File: src/rtl/assert_macros.svh
// ------------------------------------------------------------------------
// Assertion macros
// Shared concurrent assertion forms, clocked on clk_i and gated by rst_ni.
// ------------------------------------------------------------------------
`ifndef ASSERT_MACROS_SVH
`define ASSERT_MACROS_SVH

// Check a property on every clock edge outside reset
`define ASSERT_ALWAYS(lbl, prop, msg) \
  lbl: assert property (@(posedge clk_i) disable iff (!rst_ni) (prop)) \
    else $error(msg);

// Check a consequent in the same cycle as its antecedent
`define ASSERT_IMPL(lbl, ante, cons, msg) \
  lbl: assert property (@(posedge clk_i) disable iff (!rst_ni) (ante) |-> (cons)) \
    else $error(msg);

// Check a consequent in the cycle after its antecedent
`define ASSERT_NEXT(lbl, ante, cons, msg) \
  lbl: assert property (@(posedge clk_i) disable iff (!rst_ni) (ante) |=> (cons)) \
    else $error(msg);

`endif

File: src/rtl/cpwm_pkg.sv
`timescale 1ns / 1ps
// ------------------------------------------------------------------------
// cpwm_pkg
// Types, constants and helpers shared by the charlieplex PWM scanner.
// ------------------------------------------------------------------------
package cpwm_pkg;

  localparam int unsigned PWM_LEVELS = 64;
  localparam int unsigned MAX_PINS   = 8;
  localparam int unsigned LED_SLOTS  = MAX_PINS * (MAX_PINS - 1);

  localparam int unsigned PWM_W    = $clog2(PWM_LEVELS);
  localparam int unsigned PIN_W    = $clog2(MAX_PINS);
  localparam int unsigned SLOT_W   = $clog2(LED_SLOTS);
  localparam int unsigned CNT_W    = 4;
  localparam int unsigned LED_W    = 6;
  localparam int unsigned BRIGHT_W = 7;
  localparam int unsigned PROD_W   = 2 * CNT_W;
  localparam int unsigned SUM_W    = ((PWM_W > BRIGHT_W) ? PWM_W : BRIGHT_W) + 1;

  // Command codes
  localparam logic CMD_TICK = 1'b0;
  localparam logic CMD_SET  = 1'b1;

  typedef struct packed {
    logic                command;
    logic [LED_W-1:0]    led_index;
    logic [BRIGHT_W-1:0] brightness;
  } item_t;

  typedef struct packed {
    logic [MAX_PINS-1:0] drive_enable;
    logic [MAX_PINS-1:0] drive_level;
    logic                end_of_scan;
  } result_t;

  // Controller to datapath commands
  typedef struct packed {
    logic tick_start;
    logic write;
    logic read;
    logic finish;
  } ctrl_cmd_t;

  // Datapath to controller status
  typedef struct packed {
    logic last_read;
  } ctrl_status_t;

  // Clamp the pin count register to the supported range
  function automatic logic [CNT_W-1:0] pins_in_use(input logic [CNT_W-1:0] raw);
    logic [CNT_W-1:0] n;
    n = raw;
    if (raw < CNT_W'(2)) begin
      n = CNT_W'(2);
    end else if (raw > CNT_W'(MAX_PINS)) begin
      n = CNT_W'(MAX_PINS);
    end
    return n;
  endfunction

endpackage

File: src/rtl/cpwm_ram.sv
`timescale 1ns / 1ps
// ------------------------------------------------------------------------
// cpwm_ram
// Generic single-write, single-read RAM with registered read data.
// ------------------------------------------------------------------------
module cpwm_ram #(
  parameter int unsigned WIDTH = 8,
  parameter int unsigned DEPTH = 64
) (
  input  logic                     clk_i,
  input  logic                     we_i,
  input  logic [$clog2(DEPTH)-1:0] waddr_i,
  input  logic [WIDTH-1:0]         wdata_i,
  input  logic                     re_i,
  input  logic [$clog2(DEPTH)-1:0] raddr_i,
  output logic [WIDTH-1:0]         rdata_o
);

  logic [WIDTH-1:0] mem_q [DEPTH];
  logic [WIDTH-1:0] rdata_q;

  // Write port
  always_ff @(posedge clk_i) begin
    if (we_i) begin
      mem_q[waddr_i] <= wdata_i;
    end
  end

  // Registered read port
  always_ff @(posedge clk_i) begin
    if (re_i) begin
      rdata_q <= mem_q[raddr_i];
    end
  end

  assign rdata_o = rdata_q;

endmodule

File: src/rtl/cpwm_ctrl.sv
`timescale 1ns / 1ps
`include "assert_macros.svh"
// ------------------------------------------------------------------------
// cpwm_ctrl
// Controller: accepts commands and sequences the table reads of a tick.
// ------------------------------------------------------------------------
module cpwm_ctrl (
  input  logic                   clk_i,
  input  logic                   rst_ni,
  input  logic                   start,
  input  logic                   command_i,
  input  cpwm_pkg::ctrl_status_t status_i,
  output cpwm_pkg::ctrl_cmd_t    cmd_o,
  output logic                   busy
);

  localparam logic [1:0] S_IDLE  = 2'd0;
  localparam logic [1:0] S_READ  = 2'd1;
  localparam logic [1:0] S_DRAIN = 2'd2;

  logic [1:0] state_q;
  logic [1:0] state_d;

  // Next state and command decode
  always_comb begin
    state_d = state_q;
    cmd_o   = '0;
    busy    = 1'b1;
    case (state_q)
      S_IDLE: begin
        busy = 1'b0;
        if (start) begin
          if (command_i == cpwm_pkg::CMD_SET) begin
            cmd_o.write = 1'b1;
          end else begin
            cmd_o.tick_start = 1'b1;
            state_d          = S_READ;
          end
        end
      end
      S_READ: begin
        cmd_o.read = 1'b1;
        if (status_i.last_read) begin
          state_d = S_DRAIN;
        end
      end
      S_DRAIN: begin
        cmd_o.finish = 1'b1;
        state_d      = S_IDLE;
      end
      default: begin
        state_d = S_IDLE;
      end
    endcase
  end

  // Hold state
  always_ff @(posedge clk_i or negedge rst_ni) begin
    if (!rst_ni) begin
      state_q <= S_IDLE;
    end else begin
      state_q <= state_d;
    end
  end

  `ASSERT_ALWAYS(a_cmd_onehot, $onehot0(cmd_o), "more than one datapath command at once")
  `ASSERT_NEXT(a_tick_reads, cmd_o.tick_start, cmd_o.read, "tick did not start table reads")
  `ASSERT_NEXT(a_drain_idle, cmd_o.finish, !busy, "controller stayed busy after finish")

endmodule

File: src/rtl/cpwm_dpath.sv
`timescale 1ns / 1ps
`include "assert_macros.svh"
// ------------------------------------------------------------------------
// cpwm_dpath
// Datapath: brightness table, scan position and pin pattern builder.
// ------------------------------------------------------------------------
module cpwm_dpath (
  input  logic                                  clk_i,
  input  logic                                  rst_ni,
  input  cpwm_pkg::ctrl_cmd_t                   cmd_i,
  output cpwm_pkg::ctrl_status_t                status_o,
  input  cpwm_pkg::item_t                       item_i,
  input  logic                                  cfg_we_i,
  input  logic [cpwm_pkg::CNT_W-1:0]            cfg_wdata_i,
  output logic                                  strobe,
  output cpwm_pkg::result_t                     result_o
);

  localparam int unsigned PWM_W    = cpwm_pkg::PWM_W;
  localparam int unsigned PIN_W    = cpwm_pkg::PIN_W;
  localparam int unsigned SLOT_W   = cpwm_pkg::SLOT_W;
  localparam int unsigned CNT_W    = cpwm_pkg::CNT_W;
  localparam int unsigned BRIGHT_W = cpwm_pkg::BRIGHT_W;
  localparam int unsigned PROD_W   = cpwm_pkg::PROD_W;
  localparam int unsigned SUM_W    = cpwm_pkg::SUM_W;
  localparam int unsigned NPINS    = cpwm_pkg::MAX_PINS;

  // Step a pin number around the ring of pins in use
  function automatic logic [PIN_W-1:0] next_pin(input logic [PIN_W-1:0] p,
                                                input logic [CNT_W-1:0] n);
    logic [PIN_W-1:0] r;
    if (CNT_W'(p) + CNT_W'(1) == n) begin
      r = '0;
    end else begin
      r = p + PIN_W'(1);
    end
    return r;
  endfunction

  logic [CNT_W-1:0]    pin_cnt_q, pin_cnt_d;
  logic [PWM_W-1:0]    pwm_q, pwm_d;
  logic [PIN_W-1:0]    grp_q, grp_d;
  logic [SLOT_W-1:0]   base_q, base_d;
  logic [PIN_W-1:0]    off_q, off_d;
  logic [PIN_W-1:0]    pin_q, pin_d;
  logic [PIN_W-1:0]    pin_pend_q;
  logic                rd_pend_q;
  logic                vld_pend_q;
  logic [NPINS-1:0]    en_q, en_d;
  logic [NPINS-1:0]    lvl_q, lvl_d;
  logic [cpwm_pkg::LED_SLOTS-1:0] vld_q;
  cpwm_pkg::result_t   result_q, result_d;
  logic                strobe_q;

  logic [CNT_W-1:0]    pin_n;
  logic [PROD_W-1:0]   led_limit;
  logic                ram_we;
  logic [SLOT_W-1:0]   waddr;
  logic [SLOT_W-1:0]   raddr;
  logic [BRIGHT_W-1:0] rdata;
  logic [BRIGHT_W-1:0] bright;
  logic                hit;
  logic [NPINS-1:0]    pin_bit;
  logic                wrap;
  logic                last_grp;

  // Derive pin count, LED count and table write control
  assign pin_n     = cpwm_pkg::pins_in_use(pin_cnt_q);
  assign led_limit = PROD_W'(pin_n) * PROD_W'(pin_n - CNT_W'(1));
  assign waddr     = SLOT_W'(item_i.led_index);
  assign ram_we    = cmd_i.write && (PROD_W'(item_i.led_index) < led_limit);
  assign raddr     = base_q + SLOT_W'(off_q);

  cpwm_ram #(
    .WIDTH (BRIGHT_W),
    .DEPTH (cpwm_pkg::LED_SLOTS)
  ) u_table (
    .clk_i   (clk_i),
    .we_i    (ram_we),
    .waddr_i (waddr),
    .wdata_i (item_i.brightness),
    .re_i    (cmd_i.read),
    .raddr_i (raddr),
    .rdata_o (rdata)
  );

  // Compare the returned brightness against the PWM counter
  assign bright  = vld_pend_q ? rdata : '0;
  assign hit     = rd_pend_q &&
                   (SUM_W'(pwm_q) + SUM_W'(bright) > SUM_W'(cpwm_pkg::PWM_LEVELS));
  assign pin_bit = NPINS'(1) << pin_pend_q;

  assign wrap     = (pwm_q == PWM_W'(cpwm_pkg::PWM_LEVELS - 1));
  assign last_grp = (CNT_W'(grp_q) + CNT_W'(1) >= pin_n);

  assign status_o.last_read = (CNT_W'(off_q) + CNT_W'(2) == pin_n);

  // Next-state logic for scan position, pattern and result
  always_comb begin
    pin_cnt_d = pin_cnt_q;
    pwm_d     = pwm_q;
    grp_d     = grp_q;
    base_d    = base_q;
    off_d     = off_q;
    pin_d     = pin_q;
    en_d      = en_q;
    lvl_d     = lvl_q;
    result_d  = result_q;

    // accumulate lit pins as read data returns
    if (hit) begin
      en_d  = en_q | pin_bit;
      lvl_d = lvl_q | pin_bit;
    end

    // open a tick with the common pin driven low
    if (cmd_i.tick_start) begin
      en_d  = NPINS'(1) << grp_q;
      lvl_d = '0;
      off_d = '0;
      pin_d = next_pin(grp_q, pin_n);
    end

    // advance to the next LED of the group
    if (cmd_i.read) begin
      off_d = off_q + PIN_W'(1);
      pin_d = next_pin(pin_q, pin_n);
    end

    // publish the pattern and move the scan position
    if (cmd_i.finish) begin
      result_d.drive_enable = wrap ? '0 : en_d;
      result_d.drive_level  = wrap ? '0 : lvl_d;
      result_d.end_of_scan  = wrap && last_grp;
      if (wrap) begin
        pwm_d = '0;
        if (last_grp) begin
          grp_d  = '0;
          base_d = '0;
        end else begin
          grp_d  = grp_q + PIN_W'(1);
          base_d = base_q + SLOT_W'(pin_n - CNT_W'(1));
        end
      end else begin
        pwm_d = pwm_q + PWM_W'(1);
      end
    end

    // restart the scan on a pin count write
    if (cfg_we_i) begin
      pin_cnt_d = cfg_wdata_i;
      pwm_d     = '0;
      grp_d     = '0;
      base_d    = '0;
    end
  end

  // Control registers
  always_ff @(posedge clk_i or negedge rst_ni) begin
    if (!rst_ni) begin
      pin_cnt_q <= CNT_W'(NPINS);
      pwm_q     <= '0;
      grp_q     <= '0;
      base_q    <= '0;
      rd_pend_q <= 1'b0;
      strobe_q  <= 1'b0;
      vld_q     <= '0;
    end else begin
      pin_cnt_q <= pin_cnt_d;
      pwm_q     <= pwm_d;
      grp_q     <= grp_d;
      base_q    <= base_d;
      rd_pend_q <= cmd_i.read;
      strobe_q  <= cmd_i.finish;
      if (ram_we) begin
        vld_q[waddr] <= 1'b1;
      end
    end
  end

  // Payload registers
  always_ff @(posedge clk_i) begin
    off_q    <= off_d;
    pin_q    <= pin_d;
    en_q     <= en_d;
    lvl_q    <= lvl_d;
    result_q <= result_d;
    if (cmd_i.read) begin
      pin_pend_q <= pin_q;
      vld_pend_q <= vld_q[raddr];
    end
  end

  assign strobe   = strobe_q;
  assign result_o = result_q;

  `ASSERT_IMPL(a_strobe_src, strobe, $past(cmd_i.finish), "result strobe without a finish")
  `ASSERT_IMPL(a_eos_dark, strobe && result_o.end_of_scan, result_o.drive_enable == '0,
               "end of scan with pins driven")
  `ASSERT_ALWAYS(a_grp_range, CNT_W'(grp_q) < pin_n, "group index beyond pin count")

endmodule

File: src/rtl/charlieplex_pwm_scanner_unit.sv
`timescale 1ns / 1ps
// ------------------------------------------------------------------------
// charlieplex_pwm_scanner_unit
// Charlieplexed LED PWM scanner: n tristate pins drive n*(n-1) LEDs.
// ------------------------------------------------------------------------
// A set command writes the LED's brightness straight into the table;
// it gives no result and busy stays low. A tick command raises busy
// while the controller reads the group's n-1 brightness values (n =
// pins in use, 2 to 8) one per cycle through the table's single read
// port, then closes the pattern. The pin pattern appears on result_o
// for exactly one cycle with strobe high, in the first cycle busy is
// low again; the next command is taken at the end of that cycle at the
// earliest. Results cannot be held off: capture them when strobe is
// high. Reset clears the table at once through per-entry valid bits,
// with no clearing pass. Writing the pin count restarts the scan at
// group 0.
module charlieplex_pwm_scanner_unit (
  input  logic                              clk_i,
  input  logic                              rst_ni,
  input  logic                              start,
  output logic                              busy,
  input  cpwm_pkg::item_t                   item_i,
  output logic                              strobe,
  output cpwm_pkg::result_t                 result_o,
  input  logic                              cfg_we_i,
  input  logic [cpwm_pkg::CNT_W-1:0]        cfg_wdata_i
);

  cpwm_pkg::ctrl_cmd_t    cmd;
  cpwm_pkg::ctrl_status_t status;

  // Sequence commands
  cpwm_ctrl u_ctrl (
    .clk_i     (clk_i),
    .rst_ni    (rst_ni),
    .start     (start),
    .command_i (item_i.command),
    .status_i  (status),
    .cmd_o     (cmd),
    .busy      (busy)
  );

  // Build pin patterns
  cpwm_dpath u_dpath (
    .clk_i       (clk_i),
    .rst_ni      (rst_ni),
    .cmd_i       (cmd),
    .status_o    (status),
    .item_i      (item_i),
    .cfg_we_i    (cfg_we_i),
    .cfg_wdata_i (cfg_wdata_i),
    .strobe      (strobe),
    .result_o    (result_o)
  );

endmodule

File: config.mk
export PLATFORM = sky130hd
export DESIGN_NAME = charlieplex_pwm_scanner_unit
export DESIGN_NICKNAME = d
export VERILOG_FILES = /design/src/rtl/cpwm_pkg.sv /design/src/rtl/cpwm_ram.sv /design/src/rtl/cpwm_ctrl.sv /design/src/rtl/cpwm_dpath.sv /design/src/rtl/charlieplex_pwm_scanner_unit.sv
export VERILOG_INCLUDE_DIRS = /design/src /design/src/rtl
export SDC_FILE = /design/constraint.sdc
export NUM_CORES = 1
export LEC_CHECK = 0
export BUFFER_PORTS_ARGS = -buffer_cell sky130_fd_sc_hd__buf_4
export CORE_AREA = 8 8 209 211
export CTS_BUF_LIST = sky130_fd_sc_hd__clkbuf_16
export CTS_CLUSTER_DIAMETER = 80
export DETAILED_ROUTE_END_ITERATION = 10
export DIE_AREA = 0 0 217 219
export PLACE_DENSITY = 0.77
export SKIP_LAST_GASP = 1
export SYNTH_ARGS = -nofsm -noshare
export SYNTH_HDL_FRONTEND = slang
export SYNTH_HIERARCHICAL = 1
export SYNTH_SLANG_ARGS = --single-unit
File: constraint.sdc
create_clock -name clk_i -period 6.3 [get_ports clk_i]
set_clock_uncertainty 0.1 [all_clocks]
set_input_delay 1.26 -clock clk_i [delete_from_list [all_inputs] [get_ports clk_i]]
set_output_delay 1.26 -clock clk_i [all_outputs]
set_load 0.01 [all_outputs]
==> impl_metrics.csv, run 1 <==
group,metric,value,unit
setup_path,worstRegToRegCells,20,
sta,finalSetupViolCount,0,
detailed_routing,drcViolationCount,0,
synth,synth-edff-count,426,
setup_path,critical_path_class,"register to register",
place,post-place-cells,1896,
finish,final_cells,1999,
grt,grt_pass1_wl,78.2,mm
synth,avgSynthCellArea,16.7,sq um
synth,async_flop_share,0.152,
floorplan,row_count,74,
outcome,outcome,"finished, final reports clean",
synth,synth_top_flop_cell,"edfxtp_1",
floorplan,chipWidth,217,um
clock_network,cts_buffers,53,
detailed_routing,wl_per_cell,25.5,um
setup_path,crit_chain,"inv_1 > o211ai_1 > ha_2 > or3b_1 > inv_2 > o21ai_1 > fa_1 > fa_1 > fa_1 > inv_1 > fa_1 > inv_1 > ha_1 > o21ai_0 > a21oi_1 > o2111ai_4 > and2_4 > nor2b_4 > nand2_2 > nor2_4",
sta,slew_viol_final,0,
setup_path,critPathSlowestCell,"dfstp_2",
detailed_routing,drtIter0Drc,1494,
setup_path,r2r_setup_slack,0.26,ns
place,hpwlAfterDp,31.3,mm
clock_network,cts_root_buf,"clkbuf_16",
finish,mostFrequentLayoutCell,"edfxtp_1",
finish,n_antenna_cell,0,
floorplan,die_h,219,um
synth,ys_seq_elements,521,
worst_hold_path,holdPathEnd,"u_dpath/vld_q[11]",
setup_path,rr_startpoint,"u_dpath/pin_cnt_q[3]",
synth,ys_seq_area_frac,0.665,
power_and_ir_drop,powerDensity,471,nW/um^2
clock_network,clock_path_buffers,3,
clock_network,clock_latency,0.61,ns
floorplan,pin_count,41,
floorplan,placeableCoreArea,40400,sq um
finish,drive_gt1_frac,0.272,
detailed_routing,num_vias,12900,
setup_path,cp.required,6.48,ns
synth,synth_area,22700,sq um
grt,grt-ovfl-total,0,
clock_network,clkSinkCount,521,
flow_run,drv_cap,0,
setup_path,arrival,6.22,ns
floorplan,start_util,0.562,
detailed_routing,ant_nets,0,
grt,grt_max_degree,80,
sta,hold_viol,0,
finish,final_cell_mix,"426 x edfxtp_1, 117 x mux4_2, 82 x buf_4, 78 x dfrtp_1, 58 x nor2_1",
detailed_routing,drt-vias-per-instance,6.45,
sta,fin_crit_sh,0.958,
sta,fin_crit,6.04,ns
power_and_ir_drop,ir_drop,0.350,mV
place,gp_congestion,0.829,
finish,area_growth,14.1,%
sta,worst_pin_slew,1.11,ns
detailed_routing,drt_first_pass_iters,5,
finish,final_nets,1506,
clock_network,path_clk_slew,0.06,ns
worst_hold_path,holdPathStages,1,
synth,ys_warn_count,6,
grt,antenna_found_initial,0,
clock_network,cts_tree,"yes",
sta,fmax,166,MHz
detailed_routing,totalWireLength,50.9,mm
synth,ys_types,75,
setup_path,critPathLaunchType,"register",
setup_path,r2r_end,"u_dpath/u_table/mem_q[12][4]",
setup_path,cp_max_fo,7,
synth,synth_cells,1359,
power_and_ir_drop,leakage,9.30,nW
grt,grt_pass1_vias,12800,
setup_path,cpPeakStageDelay,0.57,ns
grt,grt_util_all_layers,0.216,
place,io_buffers,40,
worst_hold_path,hp-class,"register to register",
synth,synth_fp_nets,1442,
floorplan,dieArea,47500,sq um
setup_path,path_common_cell,"fa_1",
setup_path,endpoint_kind,"register",
worst_hold_path,worst_hold_startpoint,"u_dpath/vld_q[11]",
sta,max-slew-margin-rel,0.256,
sta,whs,0.358,ns
clock_network,htreeDepth,2,
cell type report:
cell class | instances | area (sq um)
Tap cell | 532 | 666
Clock inverter | 45 | 517
Fill cell | 2768 | 14500
Clock buffer | 54 | 1350
Multi-Input combinational cell | 716 | 7450
Inverter | 47 | 176
Timing Repair Buffer | 84 | 647
Sequential cell | 521 | 15100
what timing repair did:
action                                  in CTS  in global routing
endpoints found under the setup margin     195                348
hold buffers                                 0                  0
buffers inserted                             2                  2
resized for setup                            7                 13
pin swaps                                    1                  3
state kept, by name (all words and copies together) (netlist names):
register,count
u_dpath/vld_pend_q,1
u_dpath/pin_pend_q,3
u_dpath/u_table/mem_q,392
u_dpath/pin_cnt_q,4
u_dpath/lvl_q,8
u_dpath/pin_q,3
u_dpath/base_q,6
u_dpath/off_q,3
u_dpath/pwm_q,6
u_dpath/en_q,8
u_dpath/u_table/rdata_o,7
u_dpath/grp_q,3
u_dpath/result_o,17
u_ctrl/state_q,2
u_dpath/strobe,1
u_dpath/vld_q,56
u_dpath/rd_pend_q,1
synth_stat cells, types with 4 or more instances:
library cell  instances  area, sq um
buf_2                13         65.1
nand2_1              47          176
o21ai_0              21          105
nor3_1               15         75.1
o21ai_1               7         35.0
a21o_1                9         67.6
nand3b_1              9         67.6
clkbuf_1             45          169
nor2b_1              15         93.8
fa_1                 10          200
a21oi_1              26          130
nor3b_1               5         37.5
nor2_1               88          330
inv_1                44          165
a31o_2               22          193
xor2_1               12          105
mux4_2              117         2640
mux2_2               12          135
o21ba_2               6         60.1
a41o_1               33          330
buf_6                 7         78.8
o22ai_1              18          113
o221ai_1              6         52.6
ha_1                 51          638
and2_1               18          113
or3b_2                4         35.0
nand3_1              22          110
buf_1                 5         18.8
mux2i_1              32          320
or2_2                 7         43.8
o22a_1                4         35.0
buf_4                 4         30.0
dfrtp_1              78         1950
xnor2_1              11         96.3
dfxtp_1              16          320
o31a_1               13          114
nand2b_1             13         81.3
o21a_1                6         45.0
or3_1                 5         31.3
edfxtp_1            426        12800
a21boi_0              4         30.0
per-layer routing:
metal  global-route usage  wire length, um  up-vias
met1                0.301            21100     6664
met2                0.342            24600      613
met5                    0                0        -
met4               0.0830             1520        0
met3               0.0350             3770       99
li1                     -                -     5525
per-stage QoR:
| step | cell area [sq um] | setup WS, ns | TNS, ns | utilization | power, mW |
|---|---|---|---|---|---|
| after global routing | 25900 | -0.00627 | -0.0422 | 0.641 | 12.7 |
| final | 25900 | 0.262 | 0 | 0.641 | 12.2 |
| after detailed placement | 23900 | -0.180 | -5.60 | 0.593 | 8.91 |
| after floorplan | 22900 | 0.184 | 0 | - | 7.67 |
| after CTS | 25800 | 0.0186 | 0 | 0.640 | 12.2 |
| after global placement | 23900 | 0.00565 | 0 | 0.593 | 8.79 |
cells by family after synthesis:
family,count (synthesis),synth area share
buf+inv,122,0.0239
xor+xnor,24,0.00959
mux,161,0.136
other cells,2,0.000331
flops,521,0.665
compound gates,203,0.0689
simple gates,265,0.0593
fa+ha+maj,61,0.0369
how the worst max path moves through the flow:
stage,cells after the start,to,slack (ns),from
finish,20,u_dpath/u_table/mem_q[12][4],0.26,u_dpath/pin_cnt_q[3]
global route,20,u_dpath/u_table/mem_q[15][5],-0.006,u_dpath/pin_cnt_q[3]
CTS,21,u_dpath/u_table/mem_q[25][6],0.02,u_dpath/pin_cnt_q[3]
detailed placement,19,u_dpath/u_table/mem_q[13][2],-0.18,u_dpath/pin_cnt_q[3]
global placement,19,u_dpath/u_table/mem_q[53][4],0.006,u_dpath/pin_cnt_q[3]
floorplan,25,u_dpath/u_table/mem_q[25][0],0.18,u_dpath/pin_cnt_q[2]
worst max-delay path, delay by kind of cell (launching register included):
kind,cells,cell delay (ns)
AO/OA/AOI/OAI,5,0.65
AND/OR/NAND/NOR,5,1.50
adder cells (fa/ha/maj),6,2.60
buffers and inverters,4,0.29
flip-flops,1,0.57
where the power goes:
part	internal, mW	total, mW	switching (mW)
clock network	1.98	3.31	1.33
registers	4.04	4.20	0.168
logic	2.14	4.69	2.55
No activity file was read; power rests on OpenSTA's default activity.
==> inputs of run 2 (changes only) <==
--- a/config.mk
+++ b/config.mk
@@ -7,12 +7,15 @@
 export NUM_CORES = 1
 export LEC_CHECK = 0
 export BUFFER_PORTS_ARGS = -buffer_cell sky130_fd_sc_hd__buf_4
-export CORE_AREA = 8 8 209 211
+export CELL_PAD_IN_SITES_DETAIL_PLACEMENT = 2
+export CELL_PAD_IN_SITES_GLOBAL_PLACEMENT = 2
+export CORE_AREA = 8 8 239 241
 export CTS_BUF_LIST = sky130_fd_sc_hd__clkbuf_16
 export CTS_CLUSTER_DIAMETER = 80
 export DETAILED_ROUTE_END_ITERATION = 10
-export DIE_AREA = 0 0 217 219
-export PLACE_DENSITY = 0.77
+export DIE_AREA = 0 0 247 249
+export PLACE_DENSITY = 0.76
+export SETUP_SLACK_MARGIN = 0.4
 export SKIP_LAST_GASP = 1
 export SYNTH_ARGS = -nofsm -noshare
 export SYNTH_HDL_FRONTEND = slang
==> run 2 against run 1 <==
Clock power is 5% higher; sequential power hardly changed; combinational power is 9.2% higher; fmax is 3.0% higher; core utilization is 14 points lower; count of clock-buffer cells in the layout is 3 higher; final cell count is 9.1% higher; non-clock buffer count is 14 higher; first-iteration DRC count is 37% lower; critical path depth stayed put; sequential share of layout area is 1.3 points lower; largest cell class unchanged; largest power group unchanged.
==> impl_metrics.csv, run 2 (same netlist as run 1, synthesis figures left out) <==
group,metric,value,unit
setup_path,cp.required,6.48,ns
setup_path,crit_family,"adder cells",
place,io_buffers,40,
power_and_ir_drop,ir_drop,0.320,mV
detailed_routing,drt_first_pass_iters,6,
flow_run,drv_cap,0,
setup_path,critPathLaunchType,"register",
clock_network,clock_path_buffers,3,
sta,fin_crit,5.86,ns
detailed_routing,wl_per_cell,29.7,um
place,gp_congestion,0.754,
finish,area_growth,16.6,%
finish,drive_gt1_frac,0.293,
floorplan,chipWidth,247,um
power_and_ir_drop,power_switching,4.51,mW
detailed_routing,ant_nets,0,
place,hpwlAfterDp,40.5,mm
floorplan,dieArea,61500,sq um
setup_path,critical_path_class,"register to register",
setup_path,path_common_cell,"fa_1",
grt,grt_util_all_layers,0.211,
clock_network,cts_buffers,57,
clock_network,clkSinkCount,521,
place,post-place-cells,2053,
finish,largest_register_ff_count,392,
finish,fillCellCount,4743,
grt,grt_max_degree,80,
clock_network,cts_tree,"yes",
clock_network,path_clk_slew,0.06,ns
sta,rsz0062_at_grt,"yes",
sta,fin_ws,0.438,ns
power_and_ir_drop,clock_power_share,0.270,
power_and_ir_drop,pwr-share-comb,0.400,
outcome,outcome,"finished, final reports clean",
clock_network,cts_root_buf,"clkbuf_16",
floorplan,placeableCoreArea,53300,sq um
sta,fmax,171,MHz
finish,top_register,"u_dpath/u_table/mem_q",
setup_path,cpPeakStageDelay,0.54,ns
setup_path,crit_buf_inv,6,
power_and_ir_drop,p_sw_frac,0.352,
sta,fin_crit_sh,0.931,
floorplan,start_util,0.426,
setup_path,arrival,6.04,ns
setup_path,critPathSlowestCell,"fa_1",
sta,worst_pin_slew,1.30,ns
setup_path,endpoint_kind,"register",
power_and_ir_drop,leakage,9.44,nW
finish,final_cells,2181,
sta,fin_tns_setup,0,ns
floorplan,die_h,249,um
place,dp_slack,-0.0294,ns
detailed_routing,drcViolationCount,0,
finish,final_nets,1524,
sta,slew_viol_final,0,
setup_path,crit_chain,"inv_1 > a21oi_1 > inv_1 > ha_2 > buf_4 > buf_4 > nand2b_1 > fa_1 > fa_1 > fa_1 > inv_2 > fa_2 > inv_2 > ha_4 > o21ai_4 > a21oi_2 > o2111ai_4 > and2_4 > nand3_1 > nor2_2",
clock_network,htreeDepth,2,
clock_network,clock_latency,0.64,ns
finish,final_util,0.497,
grt,grt-ovfl-total,0,
finish,final_cell_mix,"426 x edfxtp_1, 117 x mux4_2, 87 x buf_4, 77 x dfrtp_1, 57 x clkbuf_16",
sta,max-slew-margin-rel,0.135,
worst_hold_path,hp-class,"register to register",
detailed_routing,totalWireLength,64.8,mm
power_and_ir_drop,powerDensity,484,nW/um^2
floorplan,pin_count,41,
detailed_routing,num_vias,13000,
sta,hold_viol,0,
power_and_ir_drop,internal_power,8.30,mW
power_and_ir_drop,design_power_total,12.8,mW
power_and_ir_drop,seqPwrFrac,0.330,
grt,grt_pass1_wl,98.1,mm
sta,finalSetupViolCount,0,
setup_path,cp_max_fo,8,
detailed_routing,drt-vias-per-instance,5.98,
floorplan,row_count,85,
detailed_routing,drtIter0Drc,944,
finish,mostFrequentLayoutCell,"edfxtp_1",
grt,antenna_found_initial,0,
grt,grt_pass1_vias,14400,
==> run 2: changes by cell type in the layout (fill, tap and decap cells not counted), moves of 5 or more <==
cell and change:
nor2_1 -11, nor2_2 +7, buf_6 +6, buf_4 +5, clkinv_1 +5, clkinv_4 -5
==> run 2: power groups by stage <==
stage | logic [mW] | clock network (mW) | registers [mW]
2_1_floorplan | 3.47 | 0 | 4.21
3_3_place_gp | 4.75 | 0 | 4.27
3_5_place_dp | 4.99 | 0 | 4.29
4_1_cts | 5.07 | 3.54 | 4.23
5_1_grt | 5.40 | 3.66 | 4.25
6_report | 5.12 | 3.46 | 4.23
==> run 2: stage by stage <==
stage               area [sq um]  hold WS (ns)
floorplan                  23000         0.323
global route               26500         0.375
global placement           24100         0.339
detailed placement         24100         0.342
CTS                        26300         0.355
finish                     26500         0.352
==> run 2: worst paths after layout <==
kind	start	to	slack, ns	depth (start not counted)
worst max-delay path	u_dpath/pin_cnt_q[1]	u_dpath/u_table/mem_q[3][5]	0.44	20
max in group asynchronous	rst_ni	u_dpath/pin_cnt_q[2]	4.61	1
worst min-delay path	u_dpath/vld_q[54]	u_dpath/vld_q[54]	0.35	1
worst max register to register	u_dpath/pin_cnt_q[1]	u_dpath/u_table/mem_q[3][5]	0.44	20
worst min register to register	u_dpath/vld_q[54]	u_dpath/vld_q[54]	0.35	1
min in group asynchronous	rst_ni	u_dpath/vld_q[47]	0.75	1
==> run 2: metal layers <==
layer | wire (um) | vias to the layer above | GRT usage
met1 | 27500 | 7081 | 0.281
li1 | - | 5556 | -
met3 | 2470 | 89 | 0.0270
met4 | 1790 | 0 | 0.0643
met2 | 33100 | 307 | 0.357
met5 | 0 | - | 0
==> run 2: repair_timing <==
item	in CTS	in global routing
hold buffers	0	0
setup buffers	15	10
pin swaps	13	17
setup endpoints to repair	333	392
gates resized for setup	28	23
==> run 2: final cells by class <==
cell class	count	area (sq um)	area share
tap	696	871	0.0329
clock buffer	57	1430	0.0539
clock inverter	45	490	0.0185
timing repair buffer	98	812	0.0307
antenna	1	2.50	0.0000945
inverter	47	179	0.00676
sequential	521	15100	0.570
multi-input combinational	716	7600	0.287
